===== src/csp_pkg.sv =====
// Shared types and constants for the connection slot pool.
package csp_pkg;

    // Configuration port
    localparam int CFG_IDX_W  = 2;
    localparam int CFG_DATA_W = 16;

    localparam logic [CFG_IDX_W-1:0] CFG_MAX_CONCURRENCY  = 2'd0;
    localparam logic [CFG_IDX_W-1:0] CFG_MAX_CONNECTIONS  = 2'd1;
    localparam logic [CFG_IDX_W-1:0] CFG_LIFETIME_SECONDS = 2'd2;

    // Request modes
    localparam logic MODE_ACQUIRE = 1'b0;
    localparam logic MODE_RELEASE = 1'b1;

    // Per-entry status
    localparam logic [1:0] ST_OK    = 2'd0;
    localparam logic [1:0] ST_STALE = 2'd1;
    localparam logic [1:0] ST_DOWN  = 2'd2;

    // Result codes
    localparam logic [2:0] RES_REUSED    = 3'd0;
    localparam logic [2:0] RES_OPENED    = 3'd1;
    localparam logic [2:0] RES_WAIT      = 3'd2;
    localparam logic [2:0] RES_FAILED    = 3'd3;
    localparam logic [2:0] RES_RELEASED  = 3'd4;
    localparam logic [2:0] RES_NOT_FOUND = 3'd5;

    typedef struct packed {
        logic        mode;
        logic [31:0] now;
        logic [15:0] release_id;
        logic        dispose;
        logic        open_ok;
    } csp_in_t;

    typedef struct packed {
        logic [2:0]  status;
        logic [15:0] conn_id;
        logic [7:0]  use_count;
        logic [4:0]  pool_count;
    } csp_out_t;

    typedef struct packed {
        logic [7:0]  max_concurrency;
        logic [4:0]  max_connections;
        logic [15:0] lifetime_seconds;
    } csp_cfg_t;

    localparam csp_cfg_t CFG_RESET = '{
        max_concurrency:  8'd5,
        max_connections:  5'd3,
        lifetime_seconds: 16'd0
    };

    // Verdict of the entry unit on one pool entry
    typedef struct packed {
        logic keep;   // entry survives and is written back
        logic hit;    // entry granted (acquire) or matched (release)
        logic halt;   // nothing further in the pool can change
    } csp_eval_t;

    typedef enum logic [1:0] {
        S_IDLE,
        S_SCAN,
        S_FINISH
    } csp_state_t;

endpackage


===== src/csp_ram.sv =====
// Generic single-write, single-read RAM with registered read data.
module csp_ram #(
    parameter int WIDTH = 8,
    parameter int DEPTH = 16,
    localparam int AW = (DEPTH > 1) ? $clog2(DEPTH) : 1
) (
    input  logic             clk,
    input  logic             wr_en,
    input  logic [AW-1:0]    wr_addr,
    input  logic [WIDTH-1:0] wr_data,
    input  logic             rd_en,
    input  logic [AW-1:0]    rd_addr,
    output logic [WIDTH-1:0] rd_data
);

    logic [WIDTH-1:0] mem_reg [DEPTH];
    logic [WIDTH-1:0] rd_data_reg;

    always_ff @(posedge clk)
    begin
        if (wr_en)
        begin
            mem_reg[wr_addr] <= wr_data;
        end
        if (rd_en)
        begin
            rd_data_reg <= mem_reg[rd_addr];
        end
    end

    assign rd_data = rd_data_reg;

endmodule


===== src/csp_entry_unit.sv =====
// Per-entry evaluation: ageing, grant check and release update of one pool entry.
module csp_entry_unit #(
    parameter int ID_BITS = 16
) (
    input  logic               mode,
    input  logic [31:0]        now,
    input  logic [15:0]        release_id,
    input  logic               dispose,
    input  logic               age_en,
    input  logic [15:0]        lifetime,
    input  logic [7:0]         max_conc,
    input  logic               already,
    input  logic [ID_BITS-1:0] id_in,
    input  logic [1:0]         status_in,
    input  logic [7:0]         users_in,
    input  logic [31:0]        open_time_in,
    output logic [1:0]         status_out,
    output logic [7:0]         users_out,
    output csp_pkg::csp_eval_t flags
);

    import csp_pkg::*;

    localparam int IDW = (ID_BITS > 16) ? ID_BITS : 16;

    logic [31:0]  age;
    logic         expired;
    logic         drop;
    logic         hit;
    logic [IDW-1:0] id_w;
    logic [IDW-1:0] rel_w;
    logic         id_match;

    always_comb
    begin
        age        = now - open_time_in;
        expired    = age_en && (age > {16'd0, lifetime});
        id_w       = IDW'(id_in);
        rel_w      = IDW'(release_id);
        id_match   = (id_w == rel_w);
        status_out = status_in;
        users_out  = users_in;
        hit        = 1'b0;
        drop       = 1'b0;

        if (mode == MODE_ACQUIRE)
        begin
            if (expired)
            begin
                if (users_in == 8'd0)
                begin
                    drop = 1'b1;
                end
                else
                begin
                    status_out = ST_STALE;
                end
            end
            if (!drop && !already && status_out == ST_OK && users_in < max_conc)
            begin
                hit       = 1'b1;
                users_out = users_in + 8'd1;
            end
        end
        else
        begin
            if (!already && id_match)
            begin
                hit = 1'b1;
                if (users_in != 8'd0)
                begin
                    users_out = users_in - 8'd1;
                end
                if (dispose)
                begin
                    status_out = ST_DOWN;
                end
                drop = (status_out != ST_OK) && (users_out == 8'd0);
            end
        end

        flags.keep = !drop;
        flags.hit  = hit;
        // without ageing an acquire is done at the grant; a release is done
        // at the match unless the entry leaves and the tail must move down
        flags.halt = hit && ((mode == MODE_RELEASE) ? !drop : !age_en);
    end

endmodule


===== src/csp_ctrl.sv =====
// Sequencer: walks the pool one entry per cycle, compacts it and forms the result.
module csp_ctrl #(
    parameter int MAX_SLOTS = 16,
    parameter int ID_BITS   = 16,
    localparam int AW = (MAX_SLOTS > 1) ? $clog2(MAX_SLOTS) : 1,
    localparam int DW = ID_BITS + 42
) (
    input  logic               clk,
    input  logic               rst_n,
    input  logic               start,
    input  csp_pkg::csp_in_t   req,
    input  csp_pkg::csp_cfg_t  cfg,
    output logic               busy,
    output logic               res_valid,
    output csp_pkg::csp_out_t  res,
    output logic               ram_rd_en,
    output logic [AW-1:0]      ram_rd_addr,
    input  logic [DW-1:0]      ram_rd_data,
    output logic               ram_wr_en,
    output logic [AW-1:0]      ram_wr_addr,
    output logic [DW-1:0]      ram_wr_data
);

    import csp_pkg::*;

    localparam int CNT_W = $clog2(MAX_SLOTS + 1);
    localparam int CMP_W = (CNT_W > 5) ? CNT_W : 5;
    localparam int IDW   = (ID_BITS > 16) ? ID_BITS : 16;

    csp_state_t         state_reg, state_next;
    csp_in_t            item_reg, item_next;
    logic [CNT_W-1:0]   rd_idx_reg, rd_idx_next;
    logic [CNT_W-1:0]   wr_idx_reg, wr_idx_next;
    logic               pend_reg, pend_next;
    logic               hit_reg, hit_next;
    logic [ID_BITS-1:0] hit_id_reg, hit_id_next;
    logic [7:0]         hit_users_reg, hit_users_next;
    logic [CNT_W-1:0]   count_reg, count_next;
    logic [ID_BITS-1:0] next_id_reg, next_id_next;

    logic [ID_BITS-1:0] ent_id;
    logic [1:0]         ent_status;
    logic [7:0]         ent_users;
    logic [31:0]        ent_time;
    logic [1:0]         upd_status;
    logic [7:0]         upd_users;
    csp_eval_t          flags;
    logic               eval_en;
    logic               issue;
    logic               age_en;
    logic               can_open;
    logic [CMP_W-1:0]   cnt_out;
    logic [IDW-1:0]     hit_id_w;
    logic [IDW-1:0]     new_id_w;

    // entry word: {id, status, users, open time}
    assign ent_time   = ram_rd_data[31:0];
    assign ent_users  = ram_rd_data[39:32];
    assign ent_status = ram_rd_data[41:40];
    assign ent_id     = ram_rd_data[DW-1:42];

    assign age_en   = (cfg.lifetime_seconds != 16'd0);
    assign eval_en  = (state_reg == S_SCAN) && pend_reg;
    assign issue    = (state_reg == S_SCAN) && (rd_idx_reg < count_reg)
                      && !(eval_en && flags.halt);
    assign can_open = (CMP_W'(count_reg) < CMP_W'(cfg.max_connections))
                      && (count_reg < CNT_W'(MAX_SLOTS));
    assign hit_id_w = IDW'(hit_id_reg);
    assign new_id_w = IDW'(next_id_reg);
    assign busy     = (state_reg != S_IDLE);

    csp_entry_unit #(
        .ID_BITS (ID_BITS)
    ) u_entry (
        .mode         (item_reg.mode),
        .now          (item_reg.now),
        .release_id   (item_reg.release_id),
        .dispose      (item_reg.dispose),
        .age_en       (age_en),
        .lifetime     (cfg.lifetime_seconds),
        .max_conc     (cfg.max_concurrency),
        .already      (hit_reg),
        .id_in        (ent_id),
        .status_in    (ent_status),
        .users_in     (ent_users),
        .open_time_in (ent_time),
        .status_out   (upd_status),
        .users_out    (upd_users),
        .flags        (flags)
    );

    always_comb
    begin
        state_next = state_reg;
        unique case (state_reg)
            S_IDLE:
            begin
                if (start)
                begin
                    state_next = S_SCAN;
                end
            end
            S_SCAN:
            begin
                if (!issue)
                begin
                    state_next = S_FINISH;
                end
            end
            S_FINISH:
            begin
                state_next = S_IDLE;
            end
            default:
            begin
                state_next = S_IDLE;
            end
        endcase
    end

    always_comb
    begin
        item_next      = item_reg;
        rd_idx_next    = rd_idx_reg;
        wr_idx_next    = wr_idx_reg;
        pend_next      = pend_reg;
        hit_next       = hit_reg;
        hit_id_next    = hit_id_reg;
        hit_users_next = hit_users_reg;
        count_next     = count_reg;
        next_id_next   = next_id_reg;
        ram_rd_en      = 1'b0;
        ram_rd_addr    = rd_idx_reg[AW-1:0];
        ram_wr_en      = 1'b0;
        ram_wr_addr    = wr_idx_reg[AW-1:0];
        ram_wr_data    = {ent_id, upd_status, upd_users, ent_time};
        res_valid      = 1'b0;
        res            = '0;

        unique case (state_reg)
            S_IDLE:
            begin
                if (start)
                begin
                    item_next   = req;
                    rd_idx_next = '0;
                    wr_idx_next = '0;
                    pend_next   = 1'b0;
                    hit_next    = 1'b0;
                end
            end
            S_SCAN:
            begin
                // read slot rd_idx while the previous slot is judged and
                // written down to wr_idx (wr_idx trails, so no clash)
                ram_rd_en   = issue;
                rd_idx_next = rd_idx_reg + CNT_W'(issue);
                pend_next   = issue;
                if (eval_en)
                begin
                    if (flags.keep)
                    begin
                        ram_wr_en   = 1'b1;
                        wr_idx_next = wr_idx_reg + CNT_W'(1);
                    end
                    if (flags.hit)
                    begin
                        hit_next       = 1'b1;
                        hit_id_next    = ent_id;
                        hit_users_next = upd_users;
                    end
                end
                if (!issue)
                begin
                    // an early stop leaves the tail untouched
                    count_next = (eval_en && flags.halt) ? count_reg : wr_idx_next;
                end
            end
            S_FINISH:
            begin
                res_valid = 1'b1;
                if (item_reg.mode == MODE_ACQUIRE)
                begin
                    if (hit_reg)
                    begin
                        res.status    = RES_REUSED;
                        res.conn_id   = hit_id_w[15:0];
                        res.use_count = hit_users_reg;
                    end
                    else if (can_open)
                    begin
                        if (item_reg.open_ok)
                        begin
                            ram_wr_en     = 1'b1;
                            ram_wr_addr   = count_reg[AW-1:0];
                            ram_wr_data   = {next_id_reg, ST_OK, 8'd1, item_reg.now};
                            count_next    = count_reg + CNT_W'(1);
                            next_id_next  = next_id_reg + ID_BITS'(1);
                            res.status    = RES_OPENED;
                            res.conn_id   = new_id_w[15:0];
                            res.use_count = 8'd1;
                        end
                        else
                        begin
                            res.status = RES_FAILED;
                        end
                    end
                    else
                    begin
                        res.status = RES_WAIT;
                    end
                end
                else
                begin
                    if (hit_reg)
                    begin
                        res.status    = RES_RELEASED;
                        res.conn_id   = hit_id_w[15:0];
                        res.use_count = hit_users_reg;
                    end
                    else
                    begin
                        res.status  = RES_NOT_FOUND;
                        res.conn_id = item_reg.release_id;
                    end
                end
            end
            default:
            begin
            end
        endcase

        cnt_out        = CMP_W'(count_next);
        res.pool_count = cnt_out[4:0];
    end

    always_ff @(posedge clk or negedge rst_n)
    begin
        if (!rst_n)
        begin
            state_reg   <= S_IDLE;
            rd_idx_reg  <= '0;
            wr_idx_reg  <= '0;
            pend_reg    <= 1'b0;
            hit_reg     <= 1'b0;
            count_reg   <= '0;
            next_id_reg <= '0;
        end
        else
        begin
            state_reg   <= state_next;
            rd_idx_reg  <= rd_idx_next;
            wr_idx_reg  <= wr_idx_next;
            pend_reg    <= pend_next;
            hit_reg     <= hit_next;
            count_reg   <= count_next;
            next_id_reg <= next_id_next;
        end
    end

    always_ff @(posedge clk)
    begin
        item_reg      <= item_next;
        hit_id_reg    <= hit_id_next;
        hit_users_reg <= hit_users_next;
    end

    a_wr_trails_rd: assert property (@(posedge clk) disable iff (!rst_n)
        wr_idx_reg <= rd_idx_reg)
        else $error("compaction write index passed read index");

    a_count_cap: assert property (@(posedge clk) disable iff (!rst_n)
        count_reg <= CNT_W'(MAX_SLOTS))
        else $error("pool count above slot capacity");

    a_ram_ports_apart: assert property (@(posedge clk) disable iff (!rst_n)
        (ram_wr_en && ram_rd_en) |-> (ram_wr_addr != ram_rd_addr))
        else $error("slot RAM read and write collide");

    a_finish_single: assert property (@(posedge clk) disable iff (!rst_n)
        (state_reg == S_FINISH) |=> (state_reg == S_IDLE))
        else $error("result stage held longer than one cycle");

    a_accept_busy: assert property (@(posedge clk) disable iff (!rst_n)
        (start && !busy) |=> busy)
        else $error("accepted item did not raise busy");

endmodule


===== src/connection_slot_pool.sv =====
// Connection slot pool top level: configuration registers, slot RAM, sequencer, result register.
//
// Each request is taken when start is high and busy is low. The sequencer reads the pool
// one entry per cycle from a single slot RAM (registered read), ages, grants or releases
// it and writes survivors back down in place, so removal compacts the pool in the same
// pass. An item holds busy while the entries are walked (all of them for an acquire with
// ageing on or a release whose entry leaves, else up to the grant or match; at most
// MAX_SLOTS) and its result is formed; the result appears on result with done high for
// one cycle as busy falls, and a new item may start in that cycle. The receiver cannot stall.
// No clearing pass is needed after reset.
module connection_slot_pool #(
    parameter int MAX_SLOTS = 16,
    parameter int ID_BITS   = 16
) (
    input  logic                                clk,
    input  logic                                rst_n,
    input  logic                                start,
    input  csp_pkg::csp_in_t                    req,
    output logic                                busy,
    output logic                                done,
    output csp_pkg::csp_out_t                   result,
    input  logic                                cfg_we,
    input  logic [csp_pkg::CFG_IDX_W-1:0]       cfg_index,
    input  logic [csp_pkg::CFG_DATA_W-1:0]      cfg_data
);

    import csp_pkg::*;

    localparam int AW = (MAX_SLOTS > 1) ? $clog2(MAX_SLOTS) : 1;
    localparam int DW = ID_BITS + 42;

    csp_cfg_t  cfg_reg, cfg_next;
    logic      done_reg;
    csp_out_t  result_reg;

    logic          res_valid;
    csp_out_t      res;
    logic          ram_rd_en;
    logic [AW-1:0] ram_rd_addr;
    logic [DW-1:0] ram_rd_data;
    logic          ram_wr_en;
    logic [AW-1:0] ram_wr_addr;
    logic [DW-1:0] ram_wr_data;

    always_comb
    begin
        cfg_next = cfg_reg;
        if (cfg_we)
        begin
            unique case (cfg_index)
                CFG_MAX_CONCURRENCY:  cfg_next.max_concurrency  = cfg_data[7:0];
                CFG_MAX_CONNECTIONS:  cfg_next.max_connections  = cfg_data[4:0];
                CFG_LIFETIME_SECONDS: cfg_next.lifetime_seconds = cfg_data;
                default:
                begin
                end
            endcase
        end
    end

    always_ff @(posedge clk or negedge rst_n)
    begin
        if (!rst_n)
        begin
            cfg_reg  <= CFG_RESET;
            done_reg <= 1'b0;
        end
        else
        begin
            cfg_reg  <= cfg_next;
            done_reg <= res_valid;
        end
    end

    always_ff @(posedge clk)
    begin
        if (res_valid)
        begin
            result_reg <= res;
        end
    end

    assign done   = done_reg;
    assign result = result_reg;

    csp_ctrl #(
        .MAX_SLOTS (MAX_SLOTS),
        .ID_BITS   (ID_BITS)
    ) u_ctrl (
        .clk         (clk),
        .rst_n       (rst_n),
        .start       (start),
        .req         (req),
        .cfg         (cfg_reg),
        .busy        (busy),
        .res_valid   (res_valid),
        .res         (res),
        .ram_rd_en   (ram_rd_en),
        .ram_rd_addr (ram_rd_addr),
        .ram_rd_data (ram_rd_data),
        .ram_wr_en   (ram_wr_en),
        .ram_wr_addr (ram_wr_addr),
        .ram_wr_data (ram_wr_data)
    );

    csp_ram #(
        .WIDTH (DW),
        .DEPTH (MAX_SLOTS)
    ) u_slot_ram (
        .clk     (clk),
        .wr_en   (ram_wr_en),
        .wr_addr (ram_wr_addr),
        .wr_data (ram_wr_data),
        .rd_en   (ram_rd_en),
        .rd_addr (ram_rd_addr),
        .rd_data (ram_rd_data)
    );

endmodule

===== config.mk =====
export PLATFORM = sky130hd
export DESIGN_NAME = connection_slot_pool
export DESIGN_NICKNAME = d
export VERILOG_FILES = /design/src/csp_pkg.sv /design/src/csp_ram.sv /design/src/csp_entry_unit.sv /design/src/csp_ctrl.sv /design/src/connection_slot_pool.sv
export SDC_FILE = /design/constraint.sdc
export NUM_CORES = 1
export LEC_CHECK = 0
export ABC_CLOCK_PERIOD_IN_PS = 7680
export BUFFER_PORTS_ARGS = -buffer_cell sky130_fd_sc_hd__buf_2
export CORE_MARGIN = 2
export CORE_UTILIZATION = 59
export CTS_BUF_LIST = sky130_fd_sc_hd__clkbuf_2
export CTS_CLUSTER_SIZE = 20
export DETAILED_ROUTE_END_ITERATION = 10
export MAX_ROUTING_LAYER = met4
export PLACE_DENSITY = 0.79
export SETUP_SLACK_MARGIN = 0.3
export SKIP_CTS_REPAIR_TIMING = 1
export SLEW_MARGIN = 40
export SYNTH_ARGS = -nofsm -noshare
export SYNTH_HDL_FRONTEND = slang
export SYNTH_SLANG_ARGS = --single-unit
export TNS_END_PERCENT = 50

===== constraint.sdc =====
create_clock -name clk -period 7.68 [get_ports clk]
set_input_delay 0.768 -clock clk [delete_from_list [all_inputs] [get_ports clk]]
set_output_delay 0.768 -clock clk [all_outputs]
set_load 0.1 [all_outputs]

==> results by group, run 1 <==
Run status
  – Run status: complete, no violations

Floorplan
  – Die height: 288 µm
  – DIE AREA: 0.0828 mm²
  – Die W: 288 µm
  – I/O pin cnt: ~110
  – Initial Utilization: between 50 and 60%
  – Core ar.: 0.0802 mm²
  – Row cnt: 104

Synthesis
  – Post-synthesis sequential area ratio: between 70% and 80%
  – Post-synth ARST share: 5.61%
  – Netlist area before placement: 0.0475 mm²
  – Yosys top cell area share: 69.1%
  – Synthesized area per cell: 18.8 µm²
  – Ranking of synthesized cells by area: edfxtp_1, mux4_2, dfrtp_1, ha_1, nand2_1
  – Mapped Nets: 2,676
  – Cells after Synth: 2,529
  – Post-synth EDFFs: ~1,100
  – Yosys reg bits: 1,158
  – Warnings from Yosys: 0
  – Synth unique cells: 81
  – Cell taking the most area after synthesis: edfxtp_1
  – Most common flop cell mapped by yosys: edfxtp_1

Global routing
  – GR Overflow Total: 0
  – Global-route wire length before repair: 160,000 µm
  – Antenna violations before repair: 4
  – Pin count of the biggest net entering global routing: 70
  – GRT Total Usage: a little over a quarter
  – Vias in the first global route: 26,300

STA
  – Final setup margin: 0.788 ns
  – Fin crit period: 6.89 ns
  – RSZ-0062 raised after global routing: no
  – Slew HR: 38.1%
  – Pins Over Slew Limit: 0
  – Final setup viols: 0
  – Tightest Pin Transition: 0.929 ns
  – Max Freq: between 0.1 and 0.15 GHz
  – Fin. Hold Viols: 0
  – Setup Skew: between 0.15 and 0.2 ns
  – Setup_tns: 0 ns
  – Final worst-path cycle share: 89.7%

Place
  – Gp weighted congestion: 0.877
  – Buffers on Ports: 106
  – Post-DP HPWL: 66,900 µm
  – Dpl ws: 0.994 ns

Worst setup path
  – CP dominant cell by count: buf_4
  – Crit path buffers/inverters: 4
  – Worst Setup Start Kind: register
  – Crit-path max FO: 31
  – CP max stage cell: a2111oi_2
  – CP required: between 8 and 9 ns
  – Critical Path AT: 7.92 ns
  – Delay-heaviest family, CP: compound AO/OA/AOI/OAI gates
  – Max incr delay on CP: 0.72 ns
  – WS Path Type: register to register
  – Worst setup EP type: register

Clock network
  – H-tree depth: 5
  – Clock slew at reported path FFs: 0.10 ns
  – CTS tree: built
  – Clk sink count: about 1,200
  – Clk Latency, worst-skew pair: between 1 and 1.5 ns
  – Clock root buffer: clkbuf_2
  – TritonCTS Buffers: 295
  – Max clock buf depth: 4

Final layout
  – Share of cells above drive strength 1: 32.0%
  – Fill count: 5,217
  – Layout area overhead: 12.6%
  – Layout Utilization: approximately two thirds
  – Layout net count: 3,140
  – Max FFs per register: 928

Drt
  – Met2 wire length: approximately 53,000 µm
  – Via count: around 26,000
  – Vias per std cell: 6.20
  – Met3 WL post-DR: 9920 µm
  – Average wire per standard cell: between 20 and 30 µm
  – Post-Route M1 WL: 42,200 µm
  – DRT antenna net count: 0
  – Top layer reached by signal wires: met4
  – DRC viols: 0
  – Initial DRC Count: between 2,000 and 3,000
  – 1st-pass router iterations: 8
  – Final wirelength: 107,000 µm

Power
  – IR drop worst, VDD: 0.000147 V
  – Total power: 15.8 mW
  – P per Cell Area: 296 mW/mm²
  – Leakage power: 18.0 nW

Hold path
  – HP Class: input pin to register

Flow run
  – Max_cap viols: 0
[kinds of logic after synthesis]
logic type | Yosys count | synth area share [%]
buffers and inverters | 201 | 1.61
DFF | 1158 | 72.6
and+or+nand+nor | 438 | 4.45
adders and majority gates | 74 | 1.97
muxes | 318 | 14.4
AOI/OAI and AO/OA | 277 | 3.85
xor gates and xnor gates | 63 | 1.16
[routing by layer]
metal | up-vias | track usage, %
met2 | 1421 | 41.7
met3 | 186 | 5.85
met5 | - | -
met1 | 13400 | 36.9
li1 | 11400 | -
met4 | 0 | 8.61
[through the flow]
step	area, µm²	cells	hold WS (ns)
after floorplan	47500	2529	0.463
after global placement	49900	3654	0.477
after detailed placement	50000	3658	0.482
after CTS	52400	4151	-0.956
after global routing	53500	4254	-0.0196
final	53500	4254	0.0525
[cell usage in the layout, fill, tap and decap left out, drive strengths merged, types with 16 or more instances in the layout]
master	netlist	final
nor3	26	26
nand2	180	180
mux2	26	26
clkinv	0	78
xnor2	32	32
nand3	28	28
nor4	21	21
clkbuf	91	407
nor2	75	75
nand2b	16	16
mux4	290	290
dlygate4sd3	0	94
edfxtp	1093	1093
o21ai	90	90
buf	32	195
dfrtp	61	61
nor2b	16	16
a21oi	61	61
xor2	31	31
ha	73	73
a21o	18	18
nand4	23	23
inv	78	85
[final cells by class]
type	count	area [µm²]	share of cell area, %
inverters	78	293	0.547
well taps	1060	1330	2.48
clock inverters	87	398	0.744
repair buffers	290	2470	4.61
diodes	5	12.5	0.0234
flip-flops and latches	1158	34500	64.4
clock buffers	406	2030	3.80
multi-input cells	1170	12500	23.4
[cell usage after synthesis (4+ instances only)]
cell type / instances
o211ai_1: 11
clkbuf_1: 91
dfrtp_1: 61
mux2_2: 26
o2111ai_1: 4
nand2_1: 180
a222oi_1: 11
or2_2: 5
o21ai_1: 13
a211oi_1: 9
a21oi_1: 58
nor2_1: 74
a22oi_1: 8
a31oi_1: 9
a21o_1: 18
edfxtp_1: 1093
or3_1: 5
and3_1: 14
nor3b_1: 5
o22ai_1: 5
and2_1: 8
o21ai_0: 77
o221ai_1: 5
nand4_1: 23
o21a_1: 10
mux4_2: 290
ha_1: 73
xnor2_1: 32
xor2_1: 31
nor3_1: 25
nor2b_1: 16
buf_1: 29
inv_1: 78
nand3_1: 28
nand2b_1: 16
nor4_1: 19
dfstp_2: 4
[power breakdown]
group          internal (mW)  total [mW]  switching [mW]
clock network           1.49        3.82            2.33
logic                   1.57        4.11            2.55
registers               7.64        7.88           0.238
[final timing paths]
kind | start | to | slack, ns | depth (start not counted)
worst max register to register | u_slot_ram.rd_data[0]$_DFFE_PP_ | u_slot_ram.mem_reg[3][49]$_DFFE_PP_ | 0.79 | 25
worst min register to register | u_slot_ram.rd_data[45]$_DFFE_PP_ | u_ctrl.hit_id_reg[3]$_DFFE_PP_ | 0.49 | 0
worst max-delay path | u_slot_ram.rd_data[0]$_DFFE_PP_ | u_slot_ram.mem_reg[3][49]$_DFFE_PP_ | 0.79 | 25
min in group asynchronous | rst_n | u_ctrl.new_id_w[10]$_DFFE_PN0P_ | 0.40 | 3
max in group asynchronous | rst_n | cfg_reg[21]$_DFFE_PN1P_ | 6.26 | 5
worst min-delay path | req[44] | u_ctrl.item_reg[44]$_DFFE_PP_ | 0.05 | 2
Note: power is estimated with default switching activity, not from simulation.
==> run 2: changes to the inputs <==
PLACE_DENSITY = 0.76   (was 0.79)
==> run 2 against run 1 <==
Utilization grew 0.49 points. First-iteration DRC count shrank 8.5%. Worst hold slack gained 0.013 ns. Power grew 1.0%. Non-clock buffer count grew 32. Via count grew 1.1%. Cell count grew 0.80%. Worst setup slack gained 0.19 ns. Maximum frequency grew 2.8%. Largest cell class unchanged. Largest power group unchanged.
==> results by group, run 2 (same netlist as run 1, synthesis figures left out) <==
Run status
  – Run status: complete, no violations

Worst setup path
  – Critical Path AT: 7.79 ns (-0.13 ns)
  – CP required: 8.76 ns (+0.05 ns)
  – Worst setup EP type: register
  – Worst r2r path cells: 24 (-4.0%)
  – Crit-path max FO: 58 (+87%)
  – Worst Setup Start Kind: register
  – WS Path Type: register to register

Drt
  – 1st-pass router iterations: 8 (unchanged)
  – Initial DRC Count: 2,726 (-8.5%)
  – DRT antenna net count: 0 (unchanged)
  – Average wire per standard cell: 26.1 µm (+3.2%)
  – Vias per std cell: 6.22 (+0.25%)
  – Via count: 26,700 (+1.1%)
  – Final wirelength: 112,000 µm (+4.0%)
  – DRC viols: 0 (unchanged)

Clock network
  – Max clock buf depth: 4 (unchanged)
  – H-tree depth: 5 (unchanged)
  – TritonCTS Buffers: 295 (unchanged)
  – Clock slew at reported path FFs: 0.12 ns (+0.02 ns)
  – Clk Latency, worst-skew pair: 1.56 ns (+0.07 ns)
  – Clock root buffer: clkbuf_2
  – CTS tree: built
  – Clk sink count: 1,158 (unchanged)

Floorplan
  – Die W: 288 µm (unchanged)
  – Core ar.: 0.0802 mm² (unchanged)
  – Row cnt: 104 (unchanged)
  – I/O pin cnt: 107 (unchanged)
  – Die height: 288 µm (unchanged)
  – DIE AREA: 0.0828 mm² (unchanged)
  – Initial Utilization: 59.2% (unchanged)

STA
  – Setup Skew: 0.206 ns (+0.00798 ns)
  – Fin. Hold Viols: 0 (unchanged)
  – Fin Hold WS: 0.0654 ns (+0.0129 ns)
  – Slew HR: 34.2% (-3.9 points)
  – Max Freq: 0.149 GHz (+2.8%)
  – Tightest Pin Transition: 0.987 ns (+0.0579 ns)
  – Final setup viols: 0 (unchanged)
  – Final worst-path cycle share: 87.3% (-2.4 points)
  – Setup_tns: 0 ns (unchanged)
  – Pins Over Slew Limit: 0 (unchanged)
  – RSZ-0062 raised after global routing: no
  – Fin crit period: 6.71 ns (-0.186 ns)

Place
  – Post-Place Cell Area: 0.0500 mm² (about the same)
  – Gp weighted congestion: 0.905 (+3.1%)
  – Placed cells: 3,656 (-0.055%)
  – Buffers on Ports: 106 (unchanged)
  – Post-DP HPWL: 68,300 µm (+2.1%)

Power
  – Internal power: 10.8 mW (+0.98%)
  – Combinational power share: 26.2% (+0.2 points)
  – Sequential power share: 49.2% (-0.6 points)
  – Switch share: 32.4% (about the same)
  – Total power: 16.0 mW (+1.0%)
  – IR drop worst, VDD: 0.000199 V (+35%)
  – Leakage power: 18.2 nW (+0.90%)
  – Clock Power Share: 24.6% (+0.4 points)
  – P per Cell Area: 297 mW/mm² (+0.30%)
  – Net Switching: 5.18 mW (+1.1%)

Final layout
  – Layout net count: 3,172 (+1.0%)
  – Post-route design area: 0.0539 mm² (+0.73%)
  – Fill count: 5,210 (-0.13%)
  – Final Non-Filler Cells: 4,288 (+0.80%)
  – Layout area overhead: 13.5%
  – Multi-input gate area: 0.0125 mm² (about the same)
  – Most frequent cells in the layout: edfxtp_1, clkbuf_2, mux4_2
  – Register area: 0.0345 mm² (about the same)
  – Share of cells above drive strength 1: 31.4% (-0.51 points)
  – Max FFs per register: 928 (unchanged)
  – Commonest non-fill, non-tap cell in the layout: edfxtp_1

Global routing
  – Vias in the first global route: 26,600 (+0.88%)
  – GR Overflow Total: 0 (unchanged)
  – Antenna violations before repair: 8 (+4)
  – Pin count of the biggest net entering global routing: 73 (+4.3%)
  – Global-route wire length before repair: 164,000 µm (+2.4%)
  – GRT Total Usage: 28.0% (+0.91 points)

Hold path
  – HP Class: input pin to register
  – Hold depth: 4 (+2)

Flow run
  – Max_cap viols: 0 (unchanged)
run 2: cell types whose count changed in the layout (fill, tap and decap cells not counted), sizes merged:
cell,before,now
clkinv,78,65
buf,195,192
dlygate4sd3,94,129
inv,85,80
clkbuf,407,417
diode,5,13
bufinv,2,4
run 2: power groups by stage:
stage	Sequential (mW)	Clock (mW)	Combinational [mW]
2_1_floorplan	8.22	0	2.60
3_3_place_gp	7.99	0	3.98
3_5_place_dp	7.99	0	4.10
4_1_cts	7.85	4.02	4.12
5_1_grt	7.88	4.32	4.51
6_report	7.86	3.93	4.19
run 2: through the flow:
step / setup slack [ns] / utilization [%]
final: 0.974 / 67.2
after global routing: 0.598 / 67.2
after CTS: 0.927 / 65.5
after detailed placement: 1.05 / 62.4
after global placement: 1.19 / 62.1
after floorplan: 0.297 / -
run 2: critical path: stages (launching register included):
cell	delay (ns)
edfxtp_1	0.42
ha_1	0.24
fa_1	0.41
nand2b_1	0.18
a21oi_1	0.27
o21bai_1	0.18
a211oi_1	0.57
nor2_1	0.11
xnor2_1	0.15
ha_1	0.29
nand4_1	0.16
or3_1	0.42
a21oi_1	0.15
nor3_1	0.08
o221a_2	0.26
o2111ai_1	0.09
or4_1	0.15
nor4_2	0.04
buf_4	0.19
a2111oi_2	0.72
nor2_2	0.16
a32oi_1	0.48
clkbuf_2	0.27
nor2_4	0.05
buf_12	0.21
run 2: final timing paths:
kind	to	slack [ns]	start
worst max-delay path	u_slot_ram.mem_reg[2][29]$_DFFE_PP_	0.97	u_slot_ram.rd_data[0]$_DFFE_PP_
worst min-delay path	u_ctrl.state_reg[0]$_DFFE_PN0P_	0.07	start
worst max register to register	u_slot_ram.mem_reg[2][29]$_DFFE_PP_	0.97	u_slot_ram.rd_data[0]$_DFFE_PP_
worst min register to register	u_ctrl.hit_id_reg[14]$_DFFE_PP_	0.39	u_slot_ram.rd_data[56]$_DFFE_PP_
max in group asynchronous	cfg_reg[8]$_DFFE_PN0P_	6.86	rst_n
min in group asynchronous	cfg_reg[16]$_DFFE_PN1P_	0.31	rst_n
run 2: area by class of cell:
| type | instances | share of cell area (%) |
|---|---|---|
| sequential | 1158 | 64.0 |
| multi-input combinational | 1170 | 23.2 |
| timing repair buffer | 322 | 5.22 |
| clock buffer | 416 | 3.86 |
| tap | 1060 | 2.46 |
| clock inverter | 71 | 0.713 |
| inverter | 78 | 0.543 |
| antenna | 13 | 0.0604 |
run 2: layer usage:
layer	vias up	GRT usage, %	routed length, µm
met5	-	-	0
met3	217	5.62	9760
met4	0	8.92	2660
li1	11400	-	-
met2	1423	43.5	55600
met1	13600	37.9	43800
